--- src/dled_pkg.sv ---
// ----------------------------------------------------------------------------
// DWARF location expression decoder package
// Phase codes, operand kinds and the opcode classification shared by the
// decoder modules.
// ----------------------------------------------------------------------------
package dled_pkg;

   localparam int unsigned AddrWidthReset   = 8;
   localparam int unsigned OffsetWidthReset = 4;
   localparam int unsigned MaxFixedBytes    = 8;
   localparam int unsigned LebMaxBytes      = 10;

   typedef enum logic [1:0] {
      CSR_ADDR_WIDTH   = 2'd0,
      CSR_OFFSET_WIDTH = 2'd1,
      CSR_BIG_ENDIAN   = 2'd2
   } csr_index_type;

   typedef enum logic [3:0] {
      PH_OPCODE        = 4'd0,
      PH_FIXED_U       = 4'd1,
      PH_FIXED_S       = 4'd2,
      PH_ULEB_A        = 4'd3,
      PH_SLEB_A        = 4'd4,
      PH_ULEB_A_SLEB_B = 4'd5,
      PH_ULEB_A_ULEB_B = 4'd6,
      PH_SLEB_B        = 4'd7,
      PH_ULEB_B        = 4'd8,
      PH_BLOCK_LEN     = 4'd9,
      PH_BLOCK_SKIP    = 4'd10
   } phase_type;

   typedef enum logic [3:0] {
      K_ERROR, K_DONE_ZERO, K_LIT, K_REG, K_BREG, K_ADDR, K_CALLREF,
      K_FIX1U, K_FIX1S, K_FIX2U, K_FIX2S, K_FIX4U, K_FIX4S, K_FIX8U, K_FIX8S,
      K_PHASE
   } op_kind_type;

   typedef struct packed {
      op_kind_type kind;
      phase_type   phase;
   } op_class_type;

   function automatic op_class_type classify(input logic [7:0] op);
      op_class_type c;
      c.kind  = K_ERROR;
      c.phase = PH_OPCODE;
      if (op >= 8'h30 && op <= 8'h4f) begin
         c.kind = K_LIT;
      end else if (op >= 8'h50 && op <= 8'h6f) begin
         c.kind = K_REG;
      end else if (op >= 8'h70 && op <= 8'h8f) begin
         c.kind = K_BREG;
      end else if (op == 8'h06 || op == 8'h12 || op == 8'h13 || op == 8'h14 ||
                   (op >= 8'h16 && op <= 8'h27 && op != 8'h23) ||
                   (op >= 8'h29 && op <= 8'h2e) || op == 8'h96 || op == 8'h97 ||
                   op == 8'h9b || op == 8'h9c || op == 8'h9f) begin
         c.kind = K_DONE_ZERO;
      end else begin
         case (op)
            8'h03: c.kind = K_ADDR;
            8'h9a: c.kind = K_CALLREF;
            8'h08, 8'h94, 8'h95, 8'h15: c.kind = K_FIX1U;
            8'h09: c.kind = K_FIX1S;
            8'h0a, 8'h98: c.kind = K_FIX2U;
            8'h0b, 8'h28, 8'h2f: c.kind = K_FIX2S;
            8'h0c, 8'h99: c.kind = K_FIX4U;
            8'h0d: c.kind = K_FIX4S;
            8'h0e: c.kind = K_FIX8U;
            8'h0f: c.kind = K_FIX8S;
            8'h10, 8'h23, 8'h90, 8'h93, 8'ha1, 8'ha2, 8'hfb: begin
               c.kind = K_PHASE; c.phase = PH_ULEB_A;
            end
            8'h11, 8'h91: begin c.kind = K_PHASE; c.phase = PH_SLEB_A; end
            8'h92: begin c.kind = K_PHASE; c.phase = PH_ULEB_A_SLEB_B; end
            8'h9d: begin c.kind = K_PHASE; c.phase = PH_ULEB_A_ULEB_B; end
            8'h9e, 8'ha3: begin c.kind = K_PHASE; c.phase = PH_BLOCK_LEN; end
            default: c.kind = K_ERROR;
         endcase
      end
      return c;
   endfunction

endpackage

--- src/dled_leb_step.sv ---
// ----------------------------------------------------------------------------
// LEB128 byte step
// Folds one LEB128 byte into an accumulator, with overflow and length checks.
// ----------------------------------------------------------------------------
module dled_leb_step
   import dled_pkg::*;
(
   input  logic [63:0] acc,
   input  logic [7:0]  data,
   input  logic [6:0]  shift,
   input  logic [3:0]  count,
   input  logic        is_signed,
   output logic [63:0] acc_out,
   output logic [6:0]  shift_out,
   output logic [3:0]  count_out,
   output logic        finished,
   output logic        failed
);

   logic [63:0] payload;
   logic [63:0] merged;
   logic [6:0]  next_shift;

   always_comb begin
      payload    = {57'd0, data[6:0]};
      failed     = 1'b0;
      if (shift == 7'd63) begin
         if (is_signed) begin
            failed = (data[6:0] != 7'h00) && (data[6:0] != 7'h7f);
         end else begin
            failed = data[6:0] > 7'd1;
         end
      end
      merged = acc;
      if (shift < 7'd64) begin
         merged = acc | (payload << shift[5:0]);
      end
      next_shift = shift + 7'd7;
      finished   = 1'b0;
      acc_out    = merged;
      shift_out  = next_shift;
      count_out  = count + 4'd1;
      if (!failed) begin
         if (!data[7]) begin
            finished = 1'b1;
            if (is_signed && next_shift < 7'd64 && data[6]) begin
               acc_out = merged | ({64{1'b1}} << next_shift[5:0]);
            end
            shift_out = '0;
            count_out = '0;
         end else if (count_out >= 4'(LebMaxBytes)) begin
            failed = 1'b1;
         end
      end
   end

endmodule

--- src/dwarf_location_expression_decoder_top.sv ---
// ----------------------------------------------------------------------------
// DWARF location expression decoder
// Decodes a location expression byte by byte into operations and operands.
// ----------------------------------------------------------------------------
// The decoder takes one expression byte per request and may accept a request
// in every cycle. Each accepted byte updates the registered parse state. A
// decoded operation or end-of-expression report is captured in an output
// register at the edge that accepts its closing byte, and it is offered on the
// response channel from the next cycle. The output register only stalls the
// input while a response is held and the consumer is not ready.
module dwarf_location_expression_decoder_top
   import dled_pkg::*;
(
   input  logic        clock,
   input  logic        reset,
   input  logic        req_valid,
   output logic        req_ready,
   input  logic [7:0]  req_data_byte,
   input  logic        req_last_byte,
   input  logic        req_empty_marker,
   output logic        rsp_valid,
   input  logic        rsp_ready,
   output logic        rsp_op_valid,
   output logic [7:0]  rsp_op_code,
   output logic [63:0] rsp_first_operand,
   output logic [63:0] rsp_second_operand,
   output logic        rsp_expr_done,
   output logic        rsp_expr_complete,
   input  logic        csr_write_enable,
   input  logic [1:0]  csr_index,
   input  logic [3:0]  csr_write_data
);

   logic [3:0]  addr_width_ff, offset_width_ff;
   logic        big_endian_ff;
   phase_type   phase_ff, phase_in;
   logic [7:0]  opcode_ff, opcode_in;
   logic [63:0] acc1_ff, acc1_in, acc2_ff, acc2_in;
   logic [6:0]  shift_ff, shift_in;
   logic [3:0]  count_ff, count_in;
   logic [3:0]  left_ff, left_in;
   logic [63:0] skip_ff, skip_in;
   logic        halted_ff, halted_in;

   logic        out_valid_ff, out_valid_in;
   logic        out_op_ff, out_op_in;
   logic [7:0]  out_code_ff, out_code_in;
   logic [63:0] out_a_ff, out_a_in, out_b_ff, out_b_in;
   logic        out_done_ff, out_done_in, out_cmpl_ff, out_cmpl_in;

   logic        accept;
   op_class_type cls;

   logic        leb_sel_two, leb_signed;
   logic [63:0] leb_acc, leb_acc_out;
   logic [6:0]  leb_shift_out;
   logic [3:0]  leb_count_out;
   logic        leb_fin, leb_fail;

   assign req_ready = !out_valid_ff || rsp_ready;
   assign accept    = req_valid && req_ready;
   assign cls       = classify(req_data_byte);

   assign leb_sel_two = (phase_ff == PH_SLEB_B) || (phase_ff == PH_ULEB_B);
   assign leb_signed  = (phase_ff == PH_SLEB_A) || (phase_ff == PH_SLEB_B);
   assign leb_acc     = leb_sel_two ? acc2_ff : acc1_ff;

   dled_leb_step u_leb (
      .acc       (leb_acc),
      .data      (req_data_byte),
      .shift     (shift_ff),
      .count     (count_ff),
      .is_signed (leb_signed),
      .acc_out   (leb_acc_out),
      .shift_out (leb_shift_out),
      .count_out (leb_count_out),
      .finished  (leb_fin),
      .failed    (leb_fail)
   );

   always_ff @(posedge clock) begin
      if (reset) begin
         addr_width_ff   <= 4'(AddrWidthReset);
         offset_width_ff <= 4'(OffsetWidthReset);
         big_endian_ff   <= 1'b0;
      end else if (csr_write_enable) begin
         case (csr_index)
            CSR_ADDR_WIDTH:   addr_width_ff   <= csr_write_data;
            CSR_OFFSET_WIDTH: offset_width_ff <= csr_write_data;
            CSR_BIG_ENDIAN:   big_endian_ff   <= csr_write_data[0];
            default: ;
         endcase
      end
   end

   always_comb begin
      logic        have_op;
      logic        err;
      logic [3:0]  fw;
      logic        fs;
      logic [63:0] fixed_acc;
      logic [6:0]  fshift;
      phase_type   ph;

      phase_in  = phase_ff;
      opcode_in = opcode_ff;
      acc1_in   = acc1_ff;
      acc2_in   = acc2_ff;
      shift_in  = shift_ff;
      count_in  = count_ff;
      left_in   = left_ff;
      skip_in   = skip_ff;
      halted_in = halted_ff;
      have_op   = 1'b0;
      err       = 1'b0;
      fw        = '0;
      fs        = 1'b0;
      fixed_acc = '0;
      fshift    = '0;
      ph        = PH_OPCODE;

      if (!halted_ff) begin
         if (phase_ff == PH_OPCODE) begin
            opcode_in = req_data_byte;
            acc1_in   = '0;
            acc2_in   = '0;
            shift_in  = '0;
            count_in  = '0;
            left_in   = '0;
            skip_in   = '0;
            case (cls.kind)
               K_LIT: begin
                  acc1_in = {59'd0, 5'(req_data_byte - 8'h30)}; have_op = 1'b1;
               end
               K_REG: begin
                  acc1_in = {59'd0, 5'(req_data_byte - 8'h50)}; have_op = 1'b1;
               end
               K_BREG: begin
                  acc1_in = {59'd0, 5'(req_data_byte - 8'h70)}; phase_in = PH_SLEB_B;
               end
               K_DONE_ZERO: have_op = 1'b1;
               K_ADDR: begin
                  fw  = addr_width_ff;
                  err = (fw == 4'd0) || (fw > 4'(MaxFixedBytes));
               end
               K_CALLREF: begin
                  fw  = offset_width_ff;
                  err = (fw == 4'd0) || (fw > 4'(MaxFixedBytes));
               end
               K_FIX1U: fw = 4'd1;
               K_FIX1S: begin fw = 4'd1; fs = 1'b1; end
               K_FIX2U: fw = 4'd2;
               K_FIX2S: begin fw = 4'd2; fs = 1'b1; end
               K_FIX4U: fw = 4'd4;
               K_FIX4S: begin fw = 4'd4; fs = 1'b1; end
               K_FIX8U: fw = 4'd8;
               K_FIX8S: begin fw = 4'd8; fs = 1'b1; end
               K_PHASE: phase_in = cls.phase;
               default: err = 1'b1;
            endcase
            if (fw != 4'd0 && !err) begin
               left_in  = fw;
               phase_in = fs ? PH_FIXED_S : PH_FIXED_U;
            end
         end else begin
            case (phase_ff)
               PH_FIXED_U, PH_FIXED_S: begin
                  if (big_endian_ff) begin
                     fixed_acc = {acc1_ff[55:0], req_data_byte};
                  end else if (shift_ff < 7'd64) begin
                     fixed_acc = acc1_ff | ({56'd0, req_data_byte} << shift_ff[5:0]);
                  end else begin
                     fixed_acc = acc1_ff;
                  end
                  fshift   = shift_ff + 7'd8;
                  left_in  = (left_ff > 4'd0) ? left_ff - 4'd1 : left_ff;
                  acc1_in  = fixed_acc;
                  shift_in = fshift;
                  if (left_in == 4'd0) begin
                     if (phase_ff == PH_FIXED_S && fshift < 7'd64 &&
                         fixed_acc[6'(fshift - 7'd1)]) begin
                        acc1_in = fixed_acc | ({64{1'b1}} << fshift[5:0]);
                     end
                     shift_in = '0;
                     have_op  = 1'b1;
                  end
               end
               PH_ULEB_A, PH_SLEB_A, PH_SLEB_B, PH_ULEB_B,
               PH_ULEB_A_SLEB_B, PH_ULEB_A_ULEB_B, PH_BLOCK_LEN: begin
                  if (leb_fail) begin
                     err = 1'b1;
                  end else begin
                     if (leb_sel_two) acc2_in = leb_acc_out;
                     else             acc1_in = leb_acc_out;
                     shift_in = leb_shift_out;
                     count_in = leb_count_out;
                     if (leb_fin) begin
                        if (phase_ff == PH_ULEB_A_SLEB_B) begin
                           phase_in = PH_SLEB_B;
                        end else if (phase_ff == PH_ULEB_A_ULEB_B) begin
                           phase_in = PH_ULEB_B;
                        end else if (phase_ff == PH_BLOCK_LEN && leb_acc_out != 64'd0) begin
                           skip_in  = leb_acc_out;
                           phase_in = PH_BLOCK_SKIP;
                        end else begin
                           have_op = 1'b1;
                        end
                     end
                  end
               end
               PH_BLOCK_SKIP: begin
                  skip_in = (skip_ff != 64'd0) ? skip_ff - 64'd1 : skip_ff;
                  have_op = (skip_in == 64'd0);
               end
               default: err = 1'b1;
            endcase
         end
         if (err) halted_in = 1'b1;
         if (have_op) phase_in = PH_OPCODE;
      end
      ph = phase_in;

      out_op_in   = have_op;
      out_code_in = have_op ? opcode_in : 8'd0;
      out_a_in    = have_op ? acc1_in : 64'd0;
      out_b_in    = have_op ? acc2_in : 64'd0;
      out_done_in = req_last_byte;
      out_cmpl_in = req_last_byte && !halted_in && ph == PH_OPCODE;

      if (req_empty_marker) begin
         out_op_in   = 1'b0;
         out_code_in = '0;
         out_a_in    = '0;
         out_b_in    = '0;
         out_done_in = 1'b1;
         out_cmpl_in = 1'b1;
      end
      if (req_empty_marker || req_last_byte) begin
         phase_in  = PH_OPCODE;
         opcode_in = '0;
         acc1_in   = '0;
         acc2_in   = '0;
         shift_in  = '0;
         count_in  = '0;
         left_in   = '0;
         skip_in   = '0;
         halted_in = 1'b0;
      end
      out_valid_in = out_op_in || out_done_in;
   end

   always_ff @(posedge clock) begin
      if (reset) begin
         phase_ff  <= PH_OPCODE;
         opcode_ff <= '0;
         acc1_ff   <= '0;
         acc2_ff   <= '0;
         shift_ff  <= '0;
         count_ff  <= '0;
         left_ff   <= '0;
         skip_ff   <= '0;
         halted_ff <= 1'b0;
      end else if (accept) begin
         phase_ff  <= phase_in;
         opcode_ff <= opcode_in;
         acc1_ff   <= acc1_in;
         acc2_ff   <= acc2_in;
         shift_ff  <= shift_in;
         count_ff  <= count_in;
         left_ff   <= left_in;
         skip_ff   <= skip_in;
         halted_ff <= halted_in;
      end
   end

   always_ff @(posedge clock) begin
      if (reset) begin
         out_valid_ff <= 1'b0;
      end else if (accept) begin
         out_valid_ff <= out_valid_in;
      end else if (rsp_ready) begin
         out_valid_ff <= 1'b0;
      end
   end

   always_ff @(posedge clock) begin
      if (accept) begin
         out_op_ff   <= out_op_in;
         out_code_ff <= out_code_in;
         out_a_ff    <= out_a_in;
         out_b_ff    <= out_b_in;
         out_done_ff <= out_done_in;
         out_cmpl_ff <= out_cmpl_in;
      end
   end

   assign rsp_valid          = out_valid_ff;
   assign rsp_op_valid       = out_op_ff;
   assign rsp_op_code        = out_code_ff;
   assign rsp_first_operand  = out_a_ff;
   assign rsp_second_operand = out_b_ff;
   assign rsp_expr_done      = out_done_ff;
   assign rsp_expr_complete  = out_cmpl_ff;

`ifndef NO_ASSERTIONS
   a_rsp_nonempty: assert property (@(posedge clock) disable iff (reset)
      rsp_valid |-> (rsp_op_valid || rsp_expr_done))
      else $error("response carries neither operation nor done");
   a_cmpl_needs_done: assert property (@(posedge clock) disable iff (reset)
      (rsp_valid && rsp_expr_complete) |-> rsp_expr_done)
      else $error("complete without done");
   a_done_clears: assert property (@(posedge clock) disable iff (reset)
      (accept && (req_last_byte || req_empty_marker)) |=>
         (phase_ff == PH_OPCODE && !halted_ff))
      else $error("parse state not cleared at end of expression");
   a_stall_holds: assert property (@(posedge clock) disable iff (reset)
      (rsp_valid && !rsp_ready) |=> (rsp_valid && $stable(rsp_first_operand)))
      else $error("held response changed");
`endif

endmodule
--- config.mk ---
export PLATFORM = sky130hd
export DESIGN_NAME = dwarf_location_expression_decoder_top
export DESIGN_NICKNAME = d
export VERILOG_FILES = /design/src/dled_pkg.sv /design/src/dled_leb_step.sv /design/src/dwarf_location_expression_decoder_top.sv
export SDC_FILE = /design/constraint.sdc
export NUM_CORES = 2
export LEC_CHECK = 0
export BUFFER_PORTS_ARGS = -buffer_cell sky130_fd_sc_hd__buf_4
export CORE_ASPECT_RATIO = 0.5
export CORE_MARGIN = 2
export CORE_UTILIZATION = 35
export CTS_BUF_LIST = sky130_fd_sc_hd__clkbuf_8
export CTS_CLUSTER_DIAMETER = 100
export CTS_CLUSTER_SIZE = 14
export DETAILED_ROUTE_END_ITERATION = 10
export MAX_ROUTING_LAYER = met4
export SETUP_SLACK_MARGIN = 0.3
export SLEW_MARGIN = 5
export SYNTH_ARGS = -nofsm -noshare
export SYNTH_HDL_FRONTEND = slang
export SYNTH_SLANG_ARGS = --single-unit
--- constraint.sdc ---
create_clock -name clock -period 16.36 [get_ports clock]
set_clock_uncertainty 0.05 [all_clocks]
set_input_delay 4.09 -clock clock [delete_from_list [all_inputs] [get_ports clock]]
set_output_delay 4.09 -clock clock [all_outputs]
set_load 0.02 [all_outputs]
# Word level (Yosys, flattened, before mapping)
# Cells that the tools add are included.
[op_classes]
n_addsub = 9
n_lt_le_gt_ge = 19
n_eq_ne = 76
n_shift = 4
muxes = 122
n_bitwise = 5
reduce_logical = 78
[op_table]
columns = ["op", "n"]
rows = [
  ["$mux 64", 32],
  ["$or 64x64->64", 4],
  ["$pmux 64 s2", 2],
  ["$eq 8x8->1 const B", 20],
  ["$mux 4", 34],
  ["$reduce_bool 64->1", 2],
  ["$shl 64x6->64 const A", 2],
  ["$eq 8x4->1 const B", 8],
  ["$logic_not 64->1", 1],
  ["$shl 7x6->64", 1],
  ["$shl 8x6->64", 1],
  ["$sub 64x1->64 const B", 1],
  ["$mux 7", 7],
  ["$eq 8x5->1 const B", 6],
  ["$eq 4x4->1 const B", 11],
  ["$pmux 4 s11", 1],
  ["$mux 1", 33],
  ["$eq 4x3->1 const B", 8],
  ["$reduce_or 13->1", 2],
  ["$eq 8x6->1 const B", 3],
  ["$mux 8", 3],
  ["$pmux 4 s6", 1],
  ["$lt 7x7->1 const B", 3],
  ["$logic_not 4->1", 5],
  ["other kinds (54)", 122],
]
[totals]
regBits = 369
input_bits = 21
elab_cells = 332

# Logic depth before layout (Yosys ltp)
[logic_depth]
depth_word = 28
ltp_mapped = 23
ltp_nobuf = 15

# Cells and area by module
# Synthesis repeated with hierarchy kept, for this count alone.
[hier_totals]
cells_unflattened = 3698
area_unflattened_um2 = 27846.7
[modules_own_cells]
columns = ["mod", "n_inst", "cells_each", "area_per_inst_um2", "seq_area_each_um2"]
rows = [
  ["dwarf_location_expression_decoder_top", 1, 3270, 25089.1, 8778.4],
  ["dled_leb_step", 1, 428, 2757.6, 0.0],
]

# Worst setup path before layout
# OpenSTA, ideal clock, no wires.
[synth_timing]
path_kind = "input-to-output"
startpoint = "input port rsp_ready"
endpoint = "output port req_ready"
arrival_ns = 4.333
required_ns = 12.220
setup_slack_ns = 7.887
stages = 1
path_buffers = 0
cell_sequence = "nand2b_1"
[synth_via]
elab_chain_cells = 1
[synth_rtl]
columns = ["item", "line_no", "text"]
rows = [
  ["from (decl)", "dwarf_location_expression_decoder_top.sv:22", "input logic rsp_ready,"],
  ["$logic_or 1x1->1", "dwarf_location_expression_decoder_top.sv:60", "assign req_ready = !out_valid_ff || rsp_ready;"],
  ["to (decl)", "dwarf_location_expression_decoder_top.sv:17", "output logic req_ready,"],
]
# No other way between the ends.

# Worst setup path after layout
[layout_timing]
startpoint = "input port req_data_byte[6]"
endpoint = "register out_a_ff[51], in the netlist rsp_first_operand[51] (data pin)"
[layout_via]
elab_chain_cells = 23
[layout_rtl]
columns = ["item", "line_no", "text"]
rows = [
  ["from (decl)", "dwarf_location_expression_decoder_top.sv:18", "input logic [7:0] req_data_byte,"],
  ["branches (longest 23 deep; another with $shl 7x6->64)", "-", ""],
  ["to (signal assigned)", "dwarf_location_expression_decoder_top.sv:290", "out_a_ff <= out_a_in;"],
  ["to (decl)", "dwarf_location_expression_decoder_top.sv:48", "logic [63:0] out_a_ff, out_a_in, out_b_ff, out_b_in;"],
]
# Several ways; the timed one is not identified. The select of a mux whose other input is x is not followed.
# A chain may end at the register's enable or synchronous reset.

==> impl_metrics.json <==
{
  "netSwitchingPower_w": 0.000598,
  "top_layer_used": "met4",
  "grt_setup_unrepaired": "no",
  "pwr-share-clk_pct": 29.6,
  "slowest_stage": "a2111oi_0",
  "areaGrowthSynthToFinish_pct": 10.0,
  "min_path_cells": 2,
  "wl_met2_um": 68800,
  "ys.flop_type": "dfxtp_1",
  "yosysTopAreaCell": "dfxtp_1",
  "crit_required_ns": 16.83,
  "relSlewSlack_pct": -5.11,
  "grt_max_degree": 70,
  "drc": 0,
  "crit_path_start_kind": "input port",
  "clock_tree.root_cell": "clkbuf_8",
  "finalMaxSlewViolations": 11,
  "totalWireLength_um": 186000,
  "hold_path_class": "register to register",
  "ir_worst_vdd_mv": 0.0542,
  "fillers": 8437,
  "port_buffers": 161,
  "worst-r2r-setup-slack_ns": 9.13,
  "io_pins": 162,
  "postCtsSetupRepairBufs": 0,
  "cts.sinks": 369,
  "violations": "max-capacitance violations, max-slew violations",
  "core_area_um2": 80000,
  "numCtsBuffers": 30,
  "ys_ff_latch": 369,
  "maxCapViolCount": 3,
  "syn_area_um2": 28500,
  "die_y_um": 206,
  "antenna_found_initial": 11,
  "min_to": "left_ff[1]",
  "via_count": 34786,
  "setup_ws_ns": 7.31,
  "postCtsHoldBufs": 0,
  "fmax_mhz": 110,
  "cpMostUsedCell": "buf_4",
  "netlist.area_leader.share_pct": 16.2,
  "worst_slew_pin_slew_ns": 1.57,
  "dr.pass1.iters": 7,
  "synth_area_leaders": "dfxtp_1, edfxtp_1, nor2_1",
  "crit_path_max_fanout": 52,
  "leakagePower_nw": 10.8,
  "end_kind": "register",
  "yosysWarnings": 0,
  "syn_inst": 3743,
  "pre_cts_slack_ns": 6.81,
  "synth-edff-count": 139,
  "ant_nets": 0,
  "r2r_cells": 16,
  "wl_met3_um": 31000,
  "multiInputGateArea_um2": 18200,
  "synth_area_per_cell_um2": 7.61,
  "period_share_pct": 55.3,
  "crit_family": "compound AO/OA/AOI/OAI gates",
  "die_area_um2": 83800,
  "fin_crit_ns": 9.05,
  "setup_viol": 0,
  "p_per_area_nw_per_um2": 58.1,
  "hold_viol": 0,
  "avgRoutedWirePerCell_um": 38.5,
  "grt_pass1_wl_um": 253000,
  "final_nets": 3739,
  "drt-met1-wl_um": 78400,
  "cp_cell_sequence": "buf_4, mux2_2, a22o_1, a311o_1, a221o_1, a2111oi_0, nand4_1, nor4_2, nand3_1, o21ai_2, o211ai_1, buf_4, buf_4, nor3b_1",
  "slowest_delay_ns": 0.77,
  "tritoncts": "built",
  "seq_area_frac_synth_pct": 30.8,
  "synth_fp_nets": 3780,
  "p_comb_share_pct": 16.3,
  "gr-total-overflow": 0,
  "place_congestion": 1.14,
  "regToRegStartpoint": "shift_ff[4]",
  "grt_pass1_vias": 30674,
  "swShare_pct": 32.9,
  "register_area_um2": 8790,
  "clk_pin_slew_ns": 0.10,
  "netlist_top_cells_count": "nor2_1, nand2_1, o21ai_0",
  "initial_utilization_pct": 35.6,
  "layout-drive-gt1-share_pct": 12.8,
  "avgViaCountPerCell": 7.21,
  "synthArstFlopShare_pct": 0,
  "p_int_w": 0.00122,
  "tns_ns": 0,
  "postCtsResizedCells": 0,
  "r2r-end": "rsp_first_operand[51]",
  "hp-start": "left_ff[1]",
  "clkLatencyLatePin_ns": 0.83,
  "rows": 73,
  "cp.arrival_ns": 9.52,
  "die-width_um": 407,
  "worst-setup-path-type": "input port to register",
  "synth.most_common_cell": "nor2_1",
  "worstPathBufferInverterCount": 3,
  "clk_path_buf_depth": 3,
  "drtIter0Drc": 6237,
  "cts-htree-levels": 1,
  "outcome": "finished, violations left",
  "dpl.hpwl_um": 137000,
  "p_seq_share_pct": 54.1,
  "grt_usage_pct": 43.8,
  "synth_cell_types": 99
}
[worst max path at each step]
stage / depth (start not counted) / start / end / slack (ns)
2_1_floorplan: 1 / rsp_ready / req_ready / 7.89
3_3_place_gp: 14 / req_data_byte[6] / skip_ff[8] / 6.59
3_5_place_dp: 13 / req_data_byte[6] / skip_ff[8] / 6.81
4_1_cts: 14 / req_data_byte[6] / rsp_first_operand[51] / 7.57
5_1_grt: 14 / req_data_byte[0] / rsp_first_operand[51] / 7.18
6_report: 14 / req_data_byte[6] / rsp_first_operand[51] / 7.31
[final cells by class]
| cell class | instances | area share, % |
|---|---|---|
| Clock buffer | 30 | 1.32 |
| Antenna cell | 15 | 0.120 |
| Timing Repair Buffer | 299 | 7.17 |
| Tap cell | 1087 | 4.34 |
| Clock inverter | 22 | 0.328 |
| Inverter | 51 | 0.627 |
| Multi-Input combinational cell | 2951 | 58.0 |
| Sequential cell | 369 | 28.1 |
[metrics by stage]
step / cell area [um2] / std cells / utilization, % / power, W / hold WS (ns)
5_1_grt: 31300 / 4817 / 39.1 / 0.00187 / 0.473
2_1_floorplan: 28500 / 3743 / - / 0.00117 / 0.404
4_1_cts: 31300 / 4809 / 39.1 / 0.00181 / 0.452
6_report: 31300 / 4824 / 39.2 / 0.00182 / 0.449
3_3_place_gp: 30800 / 4756 / 38.4 / 0.00129 / 0.419
3_5_place_dp: 30800 / 4757 / 38.5 / 0.00129 / 0.438
[power by group through the flow]
stage	combinational, W	clock [W]	sequential [W]
3_3_place_gp	0.000282	0	0.00100
4_1_cts	0.000284	0.000545	0.000984
3_5_place_dp	0.000283	0	0.00100
6_report	0.000296	0.000539	0.000983
5_1_grt	0.000306	0.000576	0.000985
2_1_floorplan	0.000145	0	0.00102
[placed cells by master (no fill, tap or decap), types with 24 or more instances in the layout]
cell type | netlist | layout
a211oi_1 | 34 | 34
a21o_1 | 26 | 25
a21oi_1 | 274 | 272
a221oi_1 | 25 | 24
a22oi_1 | 158 | 158
a31oi_1 | 35 | 34
buf_4 | 3 | 299
clkbuf_8 | 0 | 30
dfxtp_1 | 230 | 223
edfxtp_1 | 139 | 139
inv_1 | 47 | 66
mux2i_1 | 62 | 62
nand2_1 | 316 | 312
nand2b_1 | 47 | 47
nand3_1 | 78 | 78
nand4_1 | 30 | 30
nor2_1 | 483 | 474
nor2b_1 | 44 | 43
nor3_1 | 146 | 142
nor4_1 | 42 | 40
o211ai_1 | 85 | 85
o21a_1 | 28 | 28
o21ai_0 | 294 | 289
o221ai_1 | 74 | 73
o22ai_1 | 57 | 56
o311ai_0 | 31 | 30
o31ai_1 | 28 | 28
or3_1 | 37 | 37
xnor2_1 | 26 | 26
[per-layer routing]
metal,global-route usage (%),vias to the layer above
li1,-,14185
met5,-,-
met1,58.9,17254
met2,55.1,2891
met4,14.6,0
met3,22.1,456
[flip-flops by register name, summed over array words and instances, names as in the netlist, 4 cells and up]
register	flops
acc1_ff	64
acc2_ff	64
rsp_first_operand	64
rsp_second_operand	64
skip_ff	64
opcode_ff	8
rsp_op_code	8
shift_ff	7
addr_width_ff	4
count_ff	4
left_ff	4
offset_width_ff	4
phase_ff	4
[worst reg2reg max path, stage by stage, from the launching register on]
cell and delay [ns]:
dfxtp_1 0.59, buf_4 0.54, ha_1 0.50, o31ai_1 0.22, xnor2_1 0.19, buf_4 0.34, or4_1 0.64, o221ai_1 0.45
or4_1 0.57, or4_1 0.54, nor4_2 0.42, nand3_1 0.31, o21ai_2 0.29, o211ai_1 0.13, buf_4 0.31, buf_4 0.36
nor3b_1 0.44
[cells by family (layout without fill, tap and decap cells)]
kind of cell	Yosys count	count (layout)	synth area share (%)
mux	93	93	3.76
simple gates	1391	1391	23.7
xor+xnor	46	46	1.41
other cells	0	15	0
compound gates	1405	1405	33.6
flops	369	369	30.8
buf+inv	423	402	5.96
fa+ha+maj	16	16	0.703
(Power assumes the default switching activity.)
